===== config.mk =====
export PLATFORM = sky130hd
export DESIGN_NAME = kmp_substring_search
export DESIGN_NICKNAME = d
export VERILOG_FILES = /design/src/rtl/core/kmpss_pkg.sv /design/src/rtl/core/kmpss_cell.sv /design/src/rtl/core/kmpss_row.sv /design/src/rtl/core/kmp_substring_search.sv
export SDC_FILE = /design/constraint.sdc
export NUM_CORES = 1
export LEC_CHECK = 0
export BUFFER_PORTS_ARGS = -buffer_cell sky130_fd_sc_hd__buf_2
export CORE_ASPECT_RATIO = 2
export CORE_MARGIN = 2
export CORE_UTILIZATION = 30
export CTS_BUF_LIST = sky130_fd_sc_hd__clkbuf_8
export CTS_CLUSTER_SIZE = 14
export DETAILED_ROUTE_END_ITERATION = 8
export PLACE_DENSITY = 0.52
export REMOVE_ABC_BUFFERS = 1
export SYNTH_ARGS = -nofsm -noshare
export SYNTH_HDL_FRONTEND = slang
export SYNTH_SLANG_ARGS = --single-unit

===== constraint.sdc =====
create_clock -name clk -period 22 [get_ports clk]
set_clock_uncertainty 0.15 [all_clocks]
set_input_delay 4.4 -clock clk [delete_from_list [all_inputs] [get_ports clk]]
set_output_delay 4.4 -clock clk [all_outputs]
set_load 0.02 [all_outputs]

===== src/rtl/core/kmpss_pkg.sv =====
// ----------------------------------------------------------------------------
// kmpss_pkg
// Shared types and constants of the substring search block.
// ----------------------------------------------------------------------------
`default_nettype none

package kmpss_pkg;

  localparam int MAX_PATTERN_DEF     = 64;
  localparam int TEXT_INDEX_BITS_DEF = 16;
  localparam int CHAR_W              = 8;
  localparam int POS_W               = 16;

  // Input word kinds, carried on tuser.
  typedef enum logic {
    OP_PATTERN = 1'b0,
    OP_TEXT    = 1'b1
  } opcode_t;

  // Control handed from the top level to every cell of the row.
  typedef struct packed {
    logic load;     // shift a pattern byte into the row
    logic clear;    // drop the old pattern while loading the first byte of a new one
    logic restart;  // first text byte: forget partial matches
    logic scan;     // compare the text byte against the row
  } kmpss_ctrl_t;

endpackage

`default_nettype wire


===== src/rtl/core/kmpss_cell.sv =====
// ----------------------------------------------------------------------------
// kmpss_cell
// One pattern position: holds a pattern byte and a partial match flag.
// ----------------------------------------------------------------------------
`default_nettype none

module kmpss_cell
  import kmpss_pkg::*;
#(
  parameter bit IS_TAIL = 1'b0
) (
  input  wire logic              clk,
  input  wire logic              rst_n,
  input  wire kmpss_ctrl_t       ctrl,
  input  wire logic [CHAR_W-1:0] char_in,
  input  wire logic [CHAR_W-1:0] right_byte,
  input  wire logic              right_valid,
  input  wire logic              left_valid,
  input  wire logic              left_hit,
  output logic [CHAR_W-1:0]      byte_r,
  output logic                   valid_r,
  output logic                   hit_r,
  output logic                   hit_nxt
);

  logic [CHAR_W-1:0] byte_nxt;
  logic              valid_nxt;
  logic              first;

  // The tail cell takes the new byte; the others take their right neighbor's.
  assign byte_nxt  = IS_TAIL ? char_in : right_byte;
  assign valid_nxt = IS_TAIL ? 1'b1 : (!ctrl.clear && right_valid);

  // The leftmost valid cell holds the first pattern byte and may start a match.
  assign first   = valid_r && !left_valid;
  assign hit_nxt = valid_r && (byte_r == char_in) &&
                   (first || (!ctrl.restart && left_hit));

  always_ff @(posedge clk) begin
    if (ctrl.load) begin
      byte_r <= byte_nxt;
    end
  end

  always_ff @(posedge clk) begin
    if (!rst_n) begin
      valid_r <= 1'b0;
      hit_r   <= 1'b0;
    end else begin
      if (ctrl.load) begin
        valid_r <= valid_nxt;
      end
      if (ctrl.scan) begin
        hit_r <= hit_nxt;
      end else if (ctrl.restart) begin
        hit_r <= 1'b0;
      end
    end
  end

endmodule

`default_nettype wire


===== src/rtl/core/kmpss_row.sv =====
// ----------------------------------------------------------------------------
// kmpss_row
// Row of pattern cells; the pattern is kept right-aligned against the tail.
// ----------------------------------------------------------------------------
`default_nettype none

module kmpss_row
  import kmpss_pkg::*;
#(
  parameter int N = MAX_PATTERN_DEF
) (
  input  wire logic              clk,
  input  wire logic              rst_n,
  input  wire kmpss_ctrl_t       ctrl,
  input  wire logic [CHAR_W-1:0] char_in,
  output logic                   hit,
  output logic [N-1:0]           valid_vec
);

  logic [CHAR_W-1:0] byte_q [N];
  logic [N-1:0]      hit_q;
  logic [N-1:0]      hit_d;

  for (genvar i = 0; i < N; i++) begin : g_cell
    logic [CHAR_W-1:0] rb;
    logic              rv;
    logic              lv;
    logic              lh;

    if (i == N - 1) begin : g_tail
      assign rb = char_in;
      assign rv = 1'b1;
    end else begin : g_body
      assign rb = byte_q[i+1];
      assign rv = valid_vec[i+1];
    end

    if (i == 0) begin : g_head
      assign lv = 1'b0;
      assign lh = 1'b0;
    end else begin : g_link
      assign lv = valid_vec[i-1];
      assign lh = hit_q[i-1];
    end

    kmpss_cell #(
      .IS_TAIL (i == N - 1)
    ) u_cell (
      .clk         (clk),
      .rst_n       (rst_n),
      .ctrl        (ctrl),
      .char_in     (char_in),
      .right_byte  (rb),
      .right_valid (rv),
      .left_valid  (lv),
      .left_hit    (lh),
      .byte_r      (byte_q[i]),
      .valid_r     (valid_vec[i]),
      .hit_r       (hit_q[i]),
      .hit_nxt     (hit_d[i])
    );
  end

  // The last pattern byte always sits in the tail, so a full match shows there.
  assign hit = ctrl.scan && hit_d[N-1];

endmodule

`default_nettype wire


===== src/rtl/core/kmp_substring_search.sv =====
// ----------------------------------------------------------------------------
// kmp_substring_search
// Streaming substring search: loads a pattern, then reports the first
// occurrence of it in a text at or after a given start index.
// ----------------------------------------------------------------------------
//
//  Channel  | Dir | Contents
//  ---------+-----+-----------------------------------------------------------
//  in_*     | in  | tuser opcode (0 pattern, 1 text), tlast last byte,
//           |     | tdata {start_position, char_value}
//  out_*    | out | tuser found, tdata match_position; one word per completed text
//
// Every accepted input word is fully handled in the cycle it is accepted, so
// the block takes one word per clock unless the result side stalls; the row of
// compare cells advances all partial matches together, one cell per pattern position.
// A result sits in the output register until taken; input is held off only
// while that register is full and the result side stalls.
// Reset (rst_n low, synchronous) empties the pattern, ends any text and
// drops a pending result. No clearing pass is needed after reset.
// The pattern is stored right-aligned in the row, so a full match always
// appears at the tail cell and no select over the pattern length is needed.
// ----------------------------------------------------------------------------
`default_nettype none

module kmp_substring_search
  import kmpss_pkg::*;
#(
  parameter int MAX_PATTERN     = MAX_PATTERN_DEF,
  parameter int TEXT_INDEX_BITS = TEXT_INDEX_BITS_DEF
) (
  input  wire logic        clk,
  input  wire logic        rst_n,
  input  wire logic        in_tvalid,
  output logic             in_tready,
  input  wire logic [23:0] in_tdata,   // [7:0] char_value, [23:8] start_position
  input  wire logic        in_tuser,   // [0] opcode
  input  wire logic        in_tlast,   // is_last
  output logic             out_tvalid,
  input  wire logic        out_tready,
  output logic [15:0]      out_tdata,  // [15:0] match_position
  output logic             out_tuser   // [0] found
);

  localparam int IW   = TEXT_INDEX_BITS;
  localparam int LW   = $clog2(MAX_PATTERN + 1);
  localparam int CMPW = (IW > POS_W) ? IW : POS_W;
  localparam int SW   = ((IW > LW) ? IW : LW) + 1;

  // Input word fields.
  opcode_t           op;
  logic [CHAR_W-1:0] char_value;
  logic [POS_W-1:0]  start_position;
  logic              in_acc;

  assign op             = opcode_t'(in_tuser);
  assign char_value     = in_tdata[CHAR_W-1:0];
  assign start_position = in_tdata[CHAR_W +: POS_W];
  assign in_acc         = in_tvalid && in_tready;

  // Control state.
  logic             pat_closed_r, pat_closed_nxt;
  logic             text_on_r, text_on_nxt;
  logic [LW-1:0]    plen_r, plen_nxt;
  logic [IW-1:0]    idx_r, idx_nxt;
  logic [POS_W-1:0] start_r, start_nxt;
  logic             seen_r, seen_nxt;
  logic [IW-1:0]    first_at_r, first_at_nxt;
  logic             out_valid_r, out_valid_nxt;
  logic             out_found_r, out_found_nxt;
  logic [POS_W-1:0] out_pos_r, out_pos_nxt;

  // Working values.
  kmpss_ctrl_t      ctrl;
  logic             restart;
  logic [POS_W-1:0] start_eff;
  logic [IW-1:0]    cur;
  logic             seen_eff;
  logic [IW-1:0]    first_eff;
  logic             row_hit;
  logic [MAX_PATTERN-1:0] valid_vec;
  logic [LW-1:0]    len_base;
  logic [SW-1:0]    end_ext;
  logic [SW-1:0]    plen_ext;
  logic [IW-1:0]    hit_pos;
  logic [CMPW-1:0]  start_cmp;
  logic [CMPW-1:0]  cur_cmp;
  logic [CMPW-1:0]  next_cmp;
  logic [CMPW-1:0]  first_wide;
  logic [CMPW-1:0]  pos_wide;

  // Output register frees up either empty or being drained this cycle.
  assign in_tready = !out_valid_r || out_tready;

  always_comb begin
    restart   = (op == OP_TEXT) && !text_on_r;
    start_eff = restart ? start_position : start_r;
    cur       = restart ? '0 : idx_r;
    seen_eff  = restart ? 1'b0 : seen_r;
    first_eff = restart ? '0 : first_at_r;
    start_cmp = CMPW'(start_eff);
    cur_cmp   = CMPW'(cur);
    len_base  = pat_closed_r ? '0 : plen_r;

    ctrl.load    = in_acc && (op == OP_PATTERN) && (len_base < LW'(MAX_PATTERN));
    ctrl.clear   = pat_closed_r;
    ctrl.restart = in_acc && restart;
    ctrl.scan    = in_acc && (op == OP_TEXT) && (plen_r != '0) && !seen_eff &&
                   (cur_cmp >= start_cmp);

    // Match start index: text position after this byte minus the length.
    end_ext  = SW'(cur) + SW'(1);
    plen_ext = SW'(plen_r);
    hit_pos  = (end_ext >= plen_ext) ? IW'(end_ext - plen_ext) : '0;
  end

  kmpss_row #(
    .N (MAX_PATTERN)
  ) u_row (
    .clk       (clk),
    .rst_n     (rst_n),
    .ctrl      (ctrl),
    .char_in   (char_value),
    .hit       (row_hit),
    .valid_vec (valid_vec)
  );

  always_comb begin
    pat_closed_nxt = pat_closed_r;
    text_on_nxt    = text_on_r;
    plen_nxt       = plen_r;
    idx_nxt        = idx_r;
    start_nxt      = start_r;
    seen_nxt       = seen_r;
    first_at_nxt   = first_at_r;
    out_valid_nxt  = out_valid_r && !out_tready;
    out_found_nxt  = out_found_r;
    out_pos_nxt    = out_pos_r;
    next_cmp       = '0;
    first_wide     = '0;
    pos_wide       = '0;

    if (in_acc) begin
      if (op == OP_PATTERN) begin
        // A pattern word abandons any text in progress without a result.
        text_on_nxt    = 1'b0;
        plen_nxt       = ctrl.load ? (len_base + LW'(1)) : len_base;
        pat_closed_nxt = in_tlast;
      end else begin
        pat_closed_nxt = 1'b1;
        text_on_nxt    = !in_tlast;
        start_nxt      = start_eff;
        idx_nxt        = (cur != '1) ? (cur + IW'(1)) : cur;
        seen_nxt       = seen_eff || row_hit;
        first_at_nxt   = row_hit ? hit_pos : first_eff;

        if (in_tlast) begin
          next_cmp      = CMPW'(idx_nxt);
          first_wide    = CMPW'(first_at_nxt);
          out_valid_nxt = 1'b1;
          if (plen_r == '0) begin
            // Empty pattern matches at the start if the start lies in the text.
            out_found_nxt = start_cmp < next_cmp;
            out_pos_nxt   = out_found_nxt ? start_eff : '0;
          end else begin
            out_found_nxt = seen_nxt;
            pos_wide      = seen_nxt ? first_wide : '0;
            out_pos_nxt   = pos_wide[POS_W-1:0];
          end
        end
      end
    end
  end

  always_ff @(posedge clk) begin
    if (!rst_n) begin
      pat_closed_r <= 1'b0;
      text_on_r    <= 1'b0;
      plen_r       <= '0;
      idx_r        <= '0;
      start_r      <= '0;
      seen_r       <= 1'b0;
      first_at_r   <= '0;
      out_valid_r  <= 1'b0;
    end else begin
      pat_closed_r <= pat_closed_nxt;
      text_on_r    <= text_on_nxt;
      plen_r       <= plen_nxt;
      idx_r        <= idx_nxt;
      start_r      <= start_nxt;
      seen_r       <= seen_nxt;
      first_at_r   <= first_at_nxt;
      out_valid_r  <= out_valid_nxt;
    end
  end

  always_ff @(posedge clk) begin
    out_found_r <= out_found_nxt;
    out_pos_r   <= out_pos_nxt;
  end

  assign out_tvalid = out_valid_r;
  assign out_tuser  = out_found_r;
  assign out_tdata  = out_pos_r;

  // The row's occupied cells always agree with the stored pattern length.
  a_len_matches_row: assert property (@(posedge clk) disable iff (!rst_n)
    $countones(valid_vec) == int'(plen_r))
    else $error("pattern length disagrees with occupied cells");

  // A miss always reports position zero.
  a_miss_pos_zero: assert property (@(posedge clk) disable iff (!rst_n)
    out_valid_r && !out_found_r |-> out_pos_r == '0)
    else $error("not-found result carries a position");

  // A new result only follows the last text word of a text.
  a_result_cause: assert property (@(posedge clk) disable iff (!rst_n)
    $rose(out_valid_r) |-> $past(in_acc && in_tuser && in_tlast))
    else $error("result without a last text word");

  // Once a match is recorded the row is no longer scanned in that text.
  a_no_scan_after_match: assert property (@(posedge clk) disable iff (!rst_n)
    seen_r && text_on_r && in_acc && (op == OP_TEXT) |-> !ctrl.scan)
    else $error("row scanned after a match");

endmodule

`default_nettype wire


## Word-level counts from Yosys, hierarchy flattened

Index checks and enable logic that the tools add are counted.

| word-level totals | value |
|---|---|
| bits in registers | 715 |
| latch bits | 0 |
| memory bits (writable) | 0 |
| memory bits (read-only) | 0 |
| output and inout bits | 19 |
| logic and storage cells | 826 |
| memories | 0 |

| operators by class | value |
|---|---|
| add/subtract/negate cells | 4 |
| multiply operators | 0 |
| div/mod/pow operators | 0 |
| order comparisons | 4 |
| equal/unequal tests | 65 |
| shifts and indexed selects | 0 |
| multiplexer cells | 82 |
| bitwise gates (word level) | 1 |
| reductions and logical operators | 469 |

Operator list:

| operator | count |
|---|---|
| 8-bit equality test | 64 |
| 1-bit logical AND | 328 |
| 16-bit two-way mux | 9 |
| 1-bit two-way mux | 71 |
| 1-bit zero test | 70 |
| 1-bit logical OR | 65 |
| 16-bit by 1-bit adder with 17-bit output, second input constant | 1 |
| 17-bit by 7-bit >= comparator with 1-bit output | 1 |
| 16-bit by 1-bit adder with 16-bit output, second input constant | 1 |
| 16-bit >= comparator | 1 |
| 16-bit < comparator | 1 |
| 16-bit != test, second input constant | 1 |
| 16-bit by 7-bit subtractor with 16-bit output | 1 |
| 7-bit two-way mux | 2 |
| 7-bit by 1-bit adder with 7-bit output, second input constant | 1 |
| 7-bit zero test | 1 |
| 7-bit < comparator, second input constant | 1 |
| 7-bit nonzero test | 1 |
| 2-bit AND reduction | 2 |
| 3-bit AND reduction | 1 |
| 2-bit nonzero test | 1 |
| 1-bit NOT | 1 |

## Depth between registers and ports, before layout

Gate-level depths: netlist (run 1).

| depth | value |
|---|---|
| word-level depth | 12 |
| depth in mapped cells | 22 |
| gate-level depth less buffers | 18 |

## Cells and area by module

A second synthesis (run 1) with hierarchy kept.

| unflattened totals | value |
|---|---|
| cells, all modules | 2505 |
| area, all modules | 33201.8 um2 |

Modules (own cells, without submodules):

| module | times used | cells an instance | area an instance (um2) | sequential area each (um2) |
|---|---|---|---|---|
| kmpss_cell at u_row.g_cell[0].u_cell ... | 63 | 29 | 432.9 | 280.3 |
| kmp_substring_search | 1 | 585 | 5014.8 | 1691.6 |
| kmpss_row | 1 | 67 | 494.2 | 0.0 |
| kmpss_cell at u_row.g_cell[63].u_cell | 1 | 26 | 419.2 | 280.3 |

## Least setup slack after synthesis (run 1)

No wires, ideal clock.

| path | value |
|---|---|
| path type | in2reg |
| start | input out_tready |
| end | register u_row.g_cell[0].u_cell.byte_r[0] (enable) |
| library setup time | 0.858 ns |
| data arrival time | 15.583 ns |
| slack | 5.409 ns |
| stages | 7 |
| path through | nand2b_1 -> nand2_1 -> nor2_1 -> o21ai_0 -> clkbuf_1 -> buf_1 -> inv_1 |

RTL lines:

| what | line | text |
|---|---|---|
| start, declared | kmp_substring_search.sv:39 | `input wire logic out_tready,` |
| end signal, assigned | kmpss_cell.sv:41 | `byte_r <= byte_nxt;` |
| end, declared | kmpss_cell.sv:20 | `output logic [CHAR_W-1:0] byte_r,` |

## Worst setup path in the final report (run 1)

| path | value |
|---|---|
| start | input out_tready |
| end | output in_tready |

| on the way | value |
|---|---|
| longest elaborated chain between the ends | 1 |

RTL lines:

| what | line | text |
|---|---|---|
| 1-bit logical OR | kmp_substring_search.sv:92 | `assign in_tready = !out_valid_r \|\| out_tready;` |
| end, declared | kmp_substring_search.sv:34 | `output logic in_tready,` |

Every way passes these cells.

==> results.cfg, run 1 <==
[synthesis]
synthAdderAreaFrac = 0.0166
yosysTopAreaCell = edfxtp_1
ys_top_cells_by_area = edfxtp_1, dfxtp_1, xor2_1
synthMuxAreaShare = 0.00918
synth_edf_count = 529
yosysUniqueCellTypes = 63
netlist_area_mm2 = 0.0313
synth-simple-area-share = 0.0992
synth_top_family_by_area = XOR/XNOR gates
synth-seq-area-share = 0.626
synthFlopType = edfxtp_1
synth_area_per_cell_um2 = 13.0
synth-async-reset-ratio = 0
synth-warning-count = 0
synthTopCellsByCount = edfxtp_1, xor2_1, xnor2_1
yosysTopAreaCellShare = 0.507
synth-xor-area-share = 0.150
synth_cells = 2409
ys_seq_elements = 715
synth.most_common_cell = edfxtp_1
synth_compound_area_frac = 0.0776

[die]
die_x_um = 233
initial_utilization = 0.302
ios = 49
placementRows = 167
fp.coreArea_mm2 = 0.104
die_area_mm2 = 0.107
die_y_um = 461

[timing]
post-route-period-util = 0.431
finalSetupTns_ns = 0
maxSlewHeadroom = 0.185
worst_slack_ns = 12.51
rsz0062_at_grt = no
finalMaxSlewViolations = 0
worst_pin_slew_ns = 1.22
hold_viol_final = 0
setup_viol = 0
clock.fmax_mhz = 105
min_period_ns = 9.49

[grt]
grt.overflow.total = 0
grt_max_degree = 165
grt_pass1_vias = 20600
grt_usage = 0.151
grt_pass1_wl_mm = 123
antenna_found_initial = 1

[power_and_ir_drop]
p_sw_frac = 0.252
p_seq_frac = 0.532
powerDensity_mw_per_mm2 = 81.0
p_leak_nw = 11.5
power_frac_clock = 0.388
pwr-share-comb = 0.080
p_sw_mw = 0.716
p_total_mw = 2.85
ir_drop_uv = 48.5
intPower_mw = 2.13

[final_layout]
drive_gt1_frac = 0.0998
finalNonFillerCells = 3909
nets = 2531
area.growth.synth_to_final_pct = 12.2

[run]
maxCapViolations = 0

[clocking]
cts_tree = built
cts_setup_buffers = 0
clock_latency_ns = 0.77
holdBufCountCts = 0
cts.sinks = 715
clk_pin_slew_worst_paths_ns = 0.07
clock-root-buffer = clkbuf_8
numCtsBuffers = 108
clockBufferDepth = 3
cts.htree.levels = 3
cts-resized-gates = 0

[setup_path]
r2r_setup_slack_ns = 16.56
worstPathCellList = buf_2, nand2b_1, buf_2
critPathCaptureType = output port
critical_path_class = input port to output port
reg2reg_depth = 18
r2r-end = out_tdata[1]
slowest_stage = nand2b_1
crit_arrival_ns = 4.94
startpoint_type = input port
cp_common_cell = buf_2
worstPathRequired_ns = 17.45
crit_fanout = 6
timing.rr.start = text_on_r
crit_path_max_incr_delay_ns = 0.23

[placement]
dp_slack_ns = 12.52
dpl.hpwl_mm = 50.9
portBuffers = 48
placed_cells = 3702
gp_congestion = 0.848

[detailed_routing]
wirelength_mm = 80.9
drtIter0Drc = 1301
viasPerCell = 4.92
route.detailed.drc = 0
num_vias = 19200
dr.pass1.iters = 7
wl_per_cell_um = 20.7
ant_nets = 0

[hold_path]
hold_path.class = flop to flop
hold_end = u_row.g_cell[43].u_cell.byte_r[4]
min_from = u_row.g_cell[44].u_cell.byte_r[4]
hold_depth = 0

[run_status]
status = finished clean
-- area by class of cell --
class | count | area (um^2)
well taps | 1352 | 1690
multi-input cells | 1531 | 11100
fillers | 10300 | 68500
diodes | 2 | 5.00
clock buffers | 120 | 1650
inverters | 29 | 116
repair buffers | 75 | 465
flip-flops and latches | 715 | 19600
clock inverters | 85 | 524
-- per-stage QoR --
stage          hold slack, ns  area, um^2  utilization
3_5_place_dp            0.303       33000        0.318
3_3_place_gp            0.288       33000        0.318
2_1_floorplan           0.280       30800            -
5_1_grt                 0.322       35200        0.339
4_1_cts                 0.305       35200        0.339
6_report                0.309       35200        0.339
-- state kept, by name, summed over array words and instances (netlist names), 7 cells and up --
| signal | flops |
|---|---|
| start_r | 16 |
| plen_r | 7 |
| u_row.g_cell.u_cell.hit_r | 63 |
| out_tdata | 16 |
| idx_r | 16 |
| first_at_r | 16 |
| u_row.g_cell.u_cell.byte_r | 512 |
| u_row.g_cell.u_cell.valid_r | 64 |
-- critical path: cells and delay by family --
kind | cells | cell delay [ns]
buffers and inverters | 2 | 0.30
AND/OR/NAND/NOR | 1 | 0.23
-- how the worst max path moves through the flow --
stage                          start         to  slack [ns]  cells past startpoint
final                     out_tready  in_tready       12.51                      3
after global routing      out_tready  in_tready       12.46                      3
after CTS                 out_tready  in_tready       12.52                      3
after detailed placement  out_tready  in_tready       12.52                      3
after global placement    out_tready  in_tready       12.52                      3
after floorplan           out_tready  plen_r[0]        0.50                      6
-- layout by cell type (no fill, tap or decap), types with 36 or more instances in the layout --
cell	n
buf_4	36
nor2b_1	69
edfxtp_1	529
xor2_1	269
buf_2	39
nand4_1	135
inv_1	68
nor2_1	49
clkbuf_8	120
a22oi_1	63
xnor2_1	268
nor4_1	69
a21boi_0	66
a21oi_1	80
dfxtp_1	186
ha_1	40
nand2_1	193
-- per-layer routing --
metal / global-route usage / routed length [um] / vias up / share of wire
li1: - / - / 8865 / -
met1: 0.153 / 29300 / 9725 / 0.36
met2: 0.300 / 46200 / 481 / 0.57
met3: 0.0250 / 2970 / 152 / 0.037
met4: 0.0596 / 2460 / 0 / 0.030
met5: 0 / 0 / - / 0
-- power by group through the flow --
stage | clock (mW) | combinational, mW | sequential [mW]
after global placement | 0 | 0.225 | 1.54
final | 1.11 | 0.227 | 1.52
after global routing | 1.20 | 0.248 | 1.52
after floorplan | 0 | 0.138 | 1.55
after CTS | 1.15 | 0.230 | 1.52
after detailed placement | 0 | 0.230 | 1.54
-- cells by family (layout without fill, tap and decap cells) --
| group | count (synthesis) | in the layout |
|---|---|---|
| AO/OA/AOI/OAI | 332 | 332 |
| XOR/XNOR | 537 | 537 |
| adder cells (fa/ha/maj) | 41 | 41 |
| buffers and inverters | 163 | 309 |
| flip-flops | 715 | 715 |
| multiplexers | 28 | 28 |
| other | 0 | 2 |
| AND/OR/NAND/NOR | 593 | 593 |
No activity file was read; power rests on OpenSTA's default activity.
==> run 2, diff against run 1 <==
--- a/config.mk
+++ b/config.mk
@@ -12,7 +12,7 @@
 export CTS_BUF_LIST = sky130_fd_sc_hd__clkbuf_8
 export CTS_CLUSTER_SIZE = 14
 export DETAILED_ROUTE_END_ITERATION = 8
-export PLACE_DENSITY = 0.52
+export PLACE_DENSITY = 0.54
 export REMOVE_ABC_BUFFERS = 1
 export SYNTH_ARGS = -nofsm -noshare
 export SYNTH_HDL_FRONTEND = slang
==> constraint.sdc (replaced) <==
create_clock -name clk -period 8.05 [get_ports clk]
set_clock_uncertainty 0.15 [all_clocks]
set_input_delay 1.61 -clock clk [delete_from_list [all_inputs] [get_ports clk]]
set_output_delay 1.61 -clock clk [all_outputs]
set_load 0.02 [all_outputs]
==> run 2 against run 1 <==
Against the previous run: core utilization about the same; non-clock buffer count rose by 8; global-route usage is 0.65 points higher; hold slack improved by 0.0020 ns; sequential cell count unchanged; register-to-register slack worse by 14 ns; sequential share of layout area barely moved; critical path depth increased by 17; sequential power grew to 2.7 times the previous value; highest routed layer unchanged; first-iteration DRC count decreased by 11%; combinational power increased to 2.8 times the previous value.
==> results.cfg, run 2 (synthesis gave the netlist of run 1 again) <==
[detailed_routing]
dr.pass1.iters = 5
num_vias = 19500
wl_per_cell_um = 21.7
ant_nets = 0
viasPerCell = 4.98
drtIter0Drc = 1162
route.detailed.drc = 0
wirelength_mm = 84.8

[power_and_ir_drop]
pwr-share-comb = 0.083
power_frac_clock = 0.379
powerDensity_mw_per_mm2 = 219
p_sw_mw = 1.98
p_leak_nw = 11.5
p_seq_frac = 0.538
p_sw_frac = 0.256
intPower_mw = 5.73
ir_drop_uv = 131

[clocking]
cts_setup_buffers = 0
clock_latency_ns = 0.78
numCtsBuffers = 108
cts.sinks = 715
clock-root-buffer = clkbuf_8
cts-resized-gates = 0
clk_pin_slew_worst_paths_ns = 0.07
cts_tree = built
cts.htree.levels = 3
holdBufCountCts = 0
clockBufferDepth = 3

[die]
placementRows = 167
die_area_mm2 = 0.107
die_x_um = 233
die_y_um = 461
initial_utilization = 0.302
ios = 49
fp.coreArea_mm2 = 0.104

[final_layout]
final_util = 0.339
area.growth.synth_to_final_pct = 12.2
fill_cells = 10300
final_common_cell = edfxtp_1
max_flop_register = u_row.g_cell.u_cell.byte_r
reg_top3 = u_row.g_cell.u_cell.byte_r (512), u_row.g_cell.u_cell.valid_r (64), u_row.g_cell.u_cell.hit_r (63)
finalNonFillerCells = 3916
drive_gt1_frac = 0.0996
largest_register_ffs = 512
nets = 2539
design_area_mm2 = 0.0352
layout_common_cells = edfxtp_1, xor2_1, xnor2_1

[setup_path]
slowest_stage = a211oi_1
cp_common_cell = nor2_1
worstPathCellList = buf_2, nand2b_2, nand2_1, inv_1, ha_1, nand4_1, or4b_1, xor2_1, nor2_1, nor2_1, ha_1, nand2_1, nor2_1, a211oi_1, o21ai_0, a21oi_1, o41ai_4, buf_4, a2bb2oi_2, o21ai_1
critical-path-top-delay-family = simple AND/OR/NAND/NOR gates
worst-path-buf-inv = 3
crit_path_max_incr_delay_ns = 0.79
crit_fanout = 26
worstPathRequired_ns = 8.48
startpoint_type = input port
critical_path_class = input port to flop
crit_arrival_ns = 6.84
critPathCaptureType = flop

[placement]
dpl.hpwl_mm = 53.7
dp_slack_ns = 0.908
gp_congestion = 0.878
portBuffers = 48
placed_cells = 3710
placed_cell_area_mm2 = 0.0331

[run]
maxCapViolations = 0

[grt]
grt_pass1_vias = 20700
grt_pass1_wl_mm = 127
grt_usage = 0.158
grt.overflow.total = 0
grt_max_degree = 155
antenna_found_initial = 3

[timing]
rsz0062_at_grt = no
post-route-period-util = 0.796
worst_pin_slew_ns = 1.05
finalMaxSlewViolations = 0
min_period_ns = 6.41
hold_viol_final = 0
clock.fmax_mhz = 156
maxSlewHeadroom = 0.298
worst_slack_ns = 1.64
setup_viol = 0

[hold_path]
hold_path.class = flop to flop

[run_status]
status = finished clean
==> run 2: changes by cell type in the layout (fill, tap and decap cells not counted), moves of 2 or more <==
cell / change
buf_12: +3
inv_8: +2
clkinv_1: -4
bufinv_16: -3
clkinv_2: -4
buf_4: +5
inv_1: +9
==> run 2: worst min-delay path, stage by stage (launching register included) <==
cell and delay (ns):
dfxtp_1 0.31, nand3_1 0.06, nand2_1 0.05
==> run 2: stage by stage <==
step	power, mW	hold slack (ns)	TNS, ns
after global placement	4.86	0.295	0
after floorplan	4.60	0.280	-5463.35
after detailed placement	4.87	0.302	0
final	7.71	0.311	0
after global routing	8.02	0.319	0
after CTS	7.82	0.303	0
==> run 2: worst paths after layout <==
path / startpoint / endpoint / slack, ns / cells after the start
setup reg to reg: text_on_r / out_tdata[9] / 2.10 / 19
setup / recovery: in_tuser / out_tdata[9] / 1.64 / 20
hold reg to reg: first_at_r[3] / first_at_r[3] / 0.31 / 2
hold / removal: first_at_r[3] / first_at_r[3] / 0.31 / 2
==> run 2: layout make-up <==
| type | count | area (um^2) | share of cell area |
|---|---|---|---|
| tap | 1352 | 1690 | 0.0481 |
| timing repair buffer | 83 | 563 | 0.0160 |
| clock buffer | 120 | 1650 | 0.0470 |
| multi-input combinational | 1531 | 11100 | 0.315 |
| sequential | 715 | 19600 | 0.558 |
| inverter | 29 | 116 | 0.00331 |
| antenna | 3 | 7.51 | 0.000214 |
| clock inverter | 83 | 428 | 0.0122 |
==> run 2: power by group through the flow <==
| stage | combinational [mW] | clock [mW] | sequential, mW |
|---|---|---|---|
| 5_1_grt | 0.694 | 3.17 | 4.15 |
| 3_5_place_dp | 0.647 | 0 | 4.22 |
| 4_1_cts | 0.649 | 3.02 | 4.15 |
| 2_1_floorplan | 0.378 | 0 | 4.22 |
| 6_report | 0.639 | 2.92 | 4.15 |
| 3_3_place_gp | 0.641 | 0 | 4.22 |
==> run 2: layer usage <==
layer  routed length (um)  share of wire  up-vias  track usage
li1                     -              -     8888            -
met1                30100           0.35     9974        0.156
met2                48300           0.57      449        0.313
met3                 3060          0.036      173       0.0265
met4                 3400          0.040        0       0.0697
met5                    0              0        -            0
==> run 3, diff against run 2 <==
==> constraint.sdc (replaced) <==
create_clock -name clk -period 5.43 [get_ports clk]
set_clock_uncertainty 0.15 [all_clocks]
set_input_delay 1.086 -clock clk [delete_from_list [all_inputs] [get_ports clk]]
set_output_delay 1.086 -clock clk [all_outputs]
set_load 0.02 [all_outputs]
==> run 3 against run 2 <==
Against the previous run: clock-buffer cell count rose by 6; clock power rose by 51%; routed wire length rose by 0.20%; critical path depth fell by 3; hold slack improved by 0.0010 ns; setup slack got worse by 0.84 ns; critical path type is now flop to flop.
==> results.cfg, run 3 (synthesis gave the netlist of run 1 again) <==
[clocking]
clockBufferDepth = 3
cts_tree = built
cts-resized-gates = 0
cts.sinks = 715
clock_latency_ns = 0.78
holdBufCountCts = 0
cts_setup_buffers = 0
cts.htree.levels = 3
numCtsBuffers = 107
clk_pin_slew_worst_paths_ns = 0.07
clock-root-buffer = clkbuf_8

[die]
die_area_mm2 = 0.107
die_y_um = 461
die_x_um = 233
initial_utilization = 0.302
placementRows = 167
fp.coreArea_mm2 = 0.104
ios = 49

[power_and_ir_drop]
powerDensity_mw_per_mm2 = 325
ir_drop_uv = 178
p_total_mw = 11.5
p_leak_nw = 11.7

[final_layout]
nets = 2566
layout_common_cells = edfxtp_1, xor2_1, xnor2_1
design_area_mm2 = 0.0355
final_common_cell = edfxtp_1
max_flop_register = u_row.g_cell.u_cell.byte_r
finalNonFillerCells = 3943
reg_top3 = u_row.g_cell.u_cell.byte_r (512), u_row.g_cell.u_cell.valid_r (64), u_row.g_cell.u_cell.hit_r (63)
final_util = 0.343
largest_register_ffs = 512
area.growth.synth_to_final_pct = 13.4
drive_gt1_frac = 0.113

[setup_path]
startpoint_type = flop
critPathCaptureType = flop
critical_path_class = flop to flop
worstPathRequired_ns = 5.79
crit_arrival_ns = 4.99
timing.rr.start = text_on_r
startpoint = text_on_r
crit_fanout = 11

[detailed_routing]
viasPerCell = 4.96
route.detailed.drc = 0
drtIter0Drc = 1134
ant_nets = 0
wirelength_mm = 85.0
wl_per_cell_um = 21.5
dr.pass1.iters = 6
num_vias = 19500

[placement]
dpl.hpwl_mm = 53.4
placed_cell_area_mm2 = 0.0334
placed_cells = 3738
portBuffers = 48
gp_congestion = 0.838
dp_slack_ns = 0.0366

[grt]
grt_pass1_wl_mm = 126
grt_usage = 0.157
grt.overflow.total = 0
grt_pass1_vias = 20900
grt_max_degree = 93
antenna_found_initial = 2

[timing]
worst_slack_ns = 0.799
finalSetupTns_ns = 0
clock.fmax_mhz = 216
setup_viol = 0
maxSlewHeadroom = 0.289
finalMaxSlewViolations = 0
hold_ws_ns = 0.312
post-route-period-util = 0.853
rsz0062_at_grt = no
hold_viol_final = 0
min_period_ns = 4.63
worst_pin_slew_ns = 1.07

[run]
maxCapViolations = 0

[hold_path]
hold_path.class = flop to flop
min_from = u_row.g_cell[22].u_cell.byte_r[4]

[run_status]
status = finished clean
run 3: cell types whose count changed in the layout (fill, tap and decap cells not counted), sizes merged:
cell / before / now
clkinv: 22 / 29
clkinvlp: 4 / 1
inv: 84 / 75
clkbuf: 120 / 126
diode: 3 / 1
buf: 83 / 111
run 3: per-layer routing:
metal  GRT usage  vias to the layer above  routed length, um
met4      0.0784                        0               3820
met5           0                        -                  0
met2       0.314                      504              48100
met3      0.0278                      211               3600
met1       0.151                     9897              29500
li1            -                     8927                  -
run 3: path summary, 6_finish.rpt:
check / slack, ns / cells past startpoint / endpoint
max: 0.80 / 17 / out_tdata[14]
max reg2reg: 0.80 / 17 / out_tdata[14]
min: 0.31 / 0 / u_row.g_cell[21].u_cell.byte_r[4]
min reg2reg: 0.31 / 0 / u_row.g_cell[21].u_cell.byte_r[4]
run 3: critical path, cell delays in order (launching register included):
cell,delay (ns)
dfxtp_1,0.40
nand2b_2,0.20
and2_1,0.18
ha_1,0.22
nand4_1,0.23
buf_4,0.24
nor2_1,0.15
and3b_1,0.40
buf_12,0.19
mux2i_1,0.31
ha_1,0.26
nand3b_1,0.13
mux2i_1,0.09
o21a_1,0.31
o41ai_4,0.42
buf_4,0.27
a2bb2oi_2,0.14
o21ai_1,0.07
run 3: area by class of cell:
type / instances / area [um^2]
fillers: 10200 / 68100
flip-flops and latches: 715 / 19600
multi-input cells: 1531 / 11100
clock buffers: 126 / 1730
well taps: 1352 / 1690
repair buffers: 111 / 886
clock inverters: 78 / 412
inverters: 29 / 116
diodes: 1 / 2.50
run 3: report_power, final:
| part | internal [mW] | switching (mW) | total (mW) |
|---|---|---|---|
| Clock | 2.22 | 2.20 | 4.42 |
| Combinational | 0.362 | 0.616 | 0.978 |
| Sequential | 6.02 | 0.122 | 6.14 |
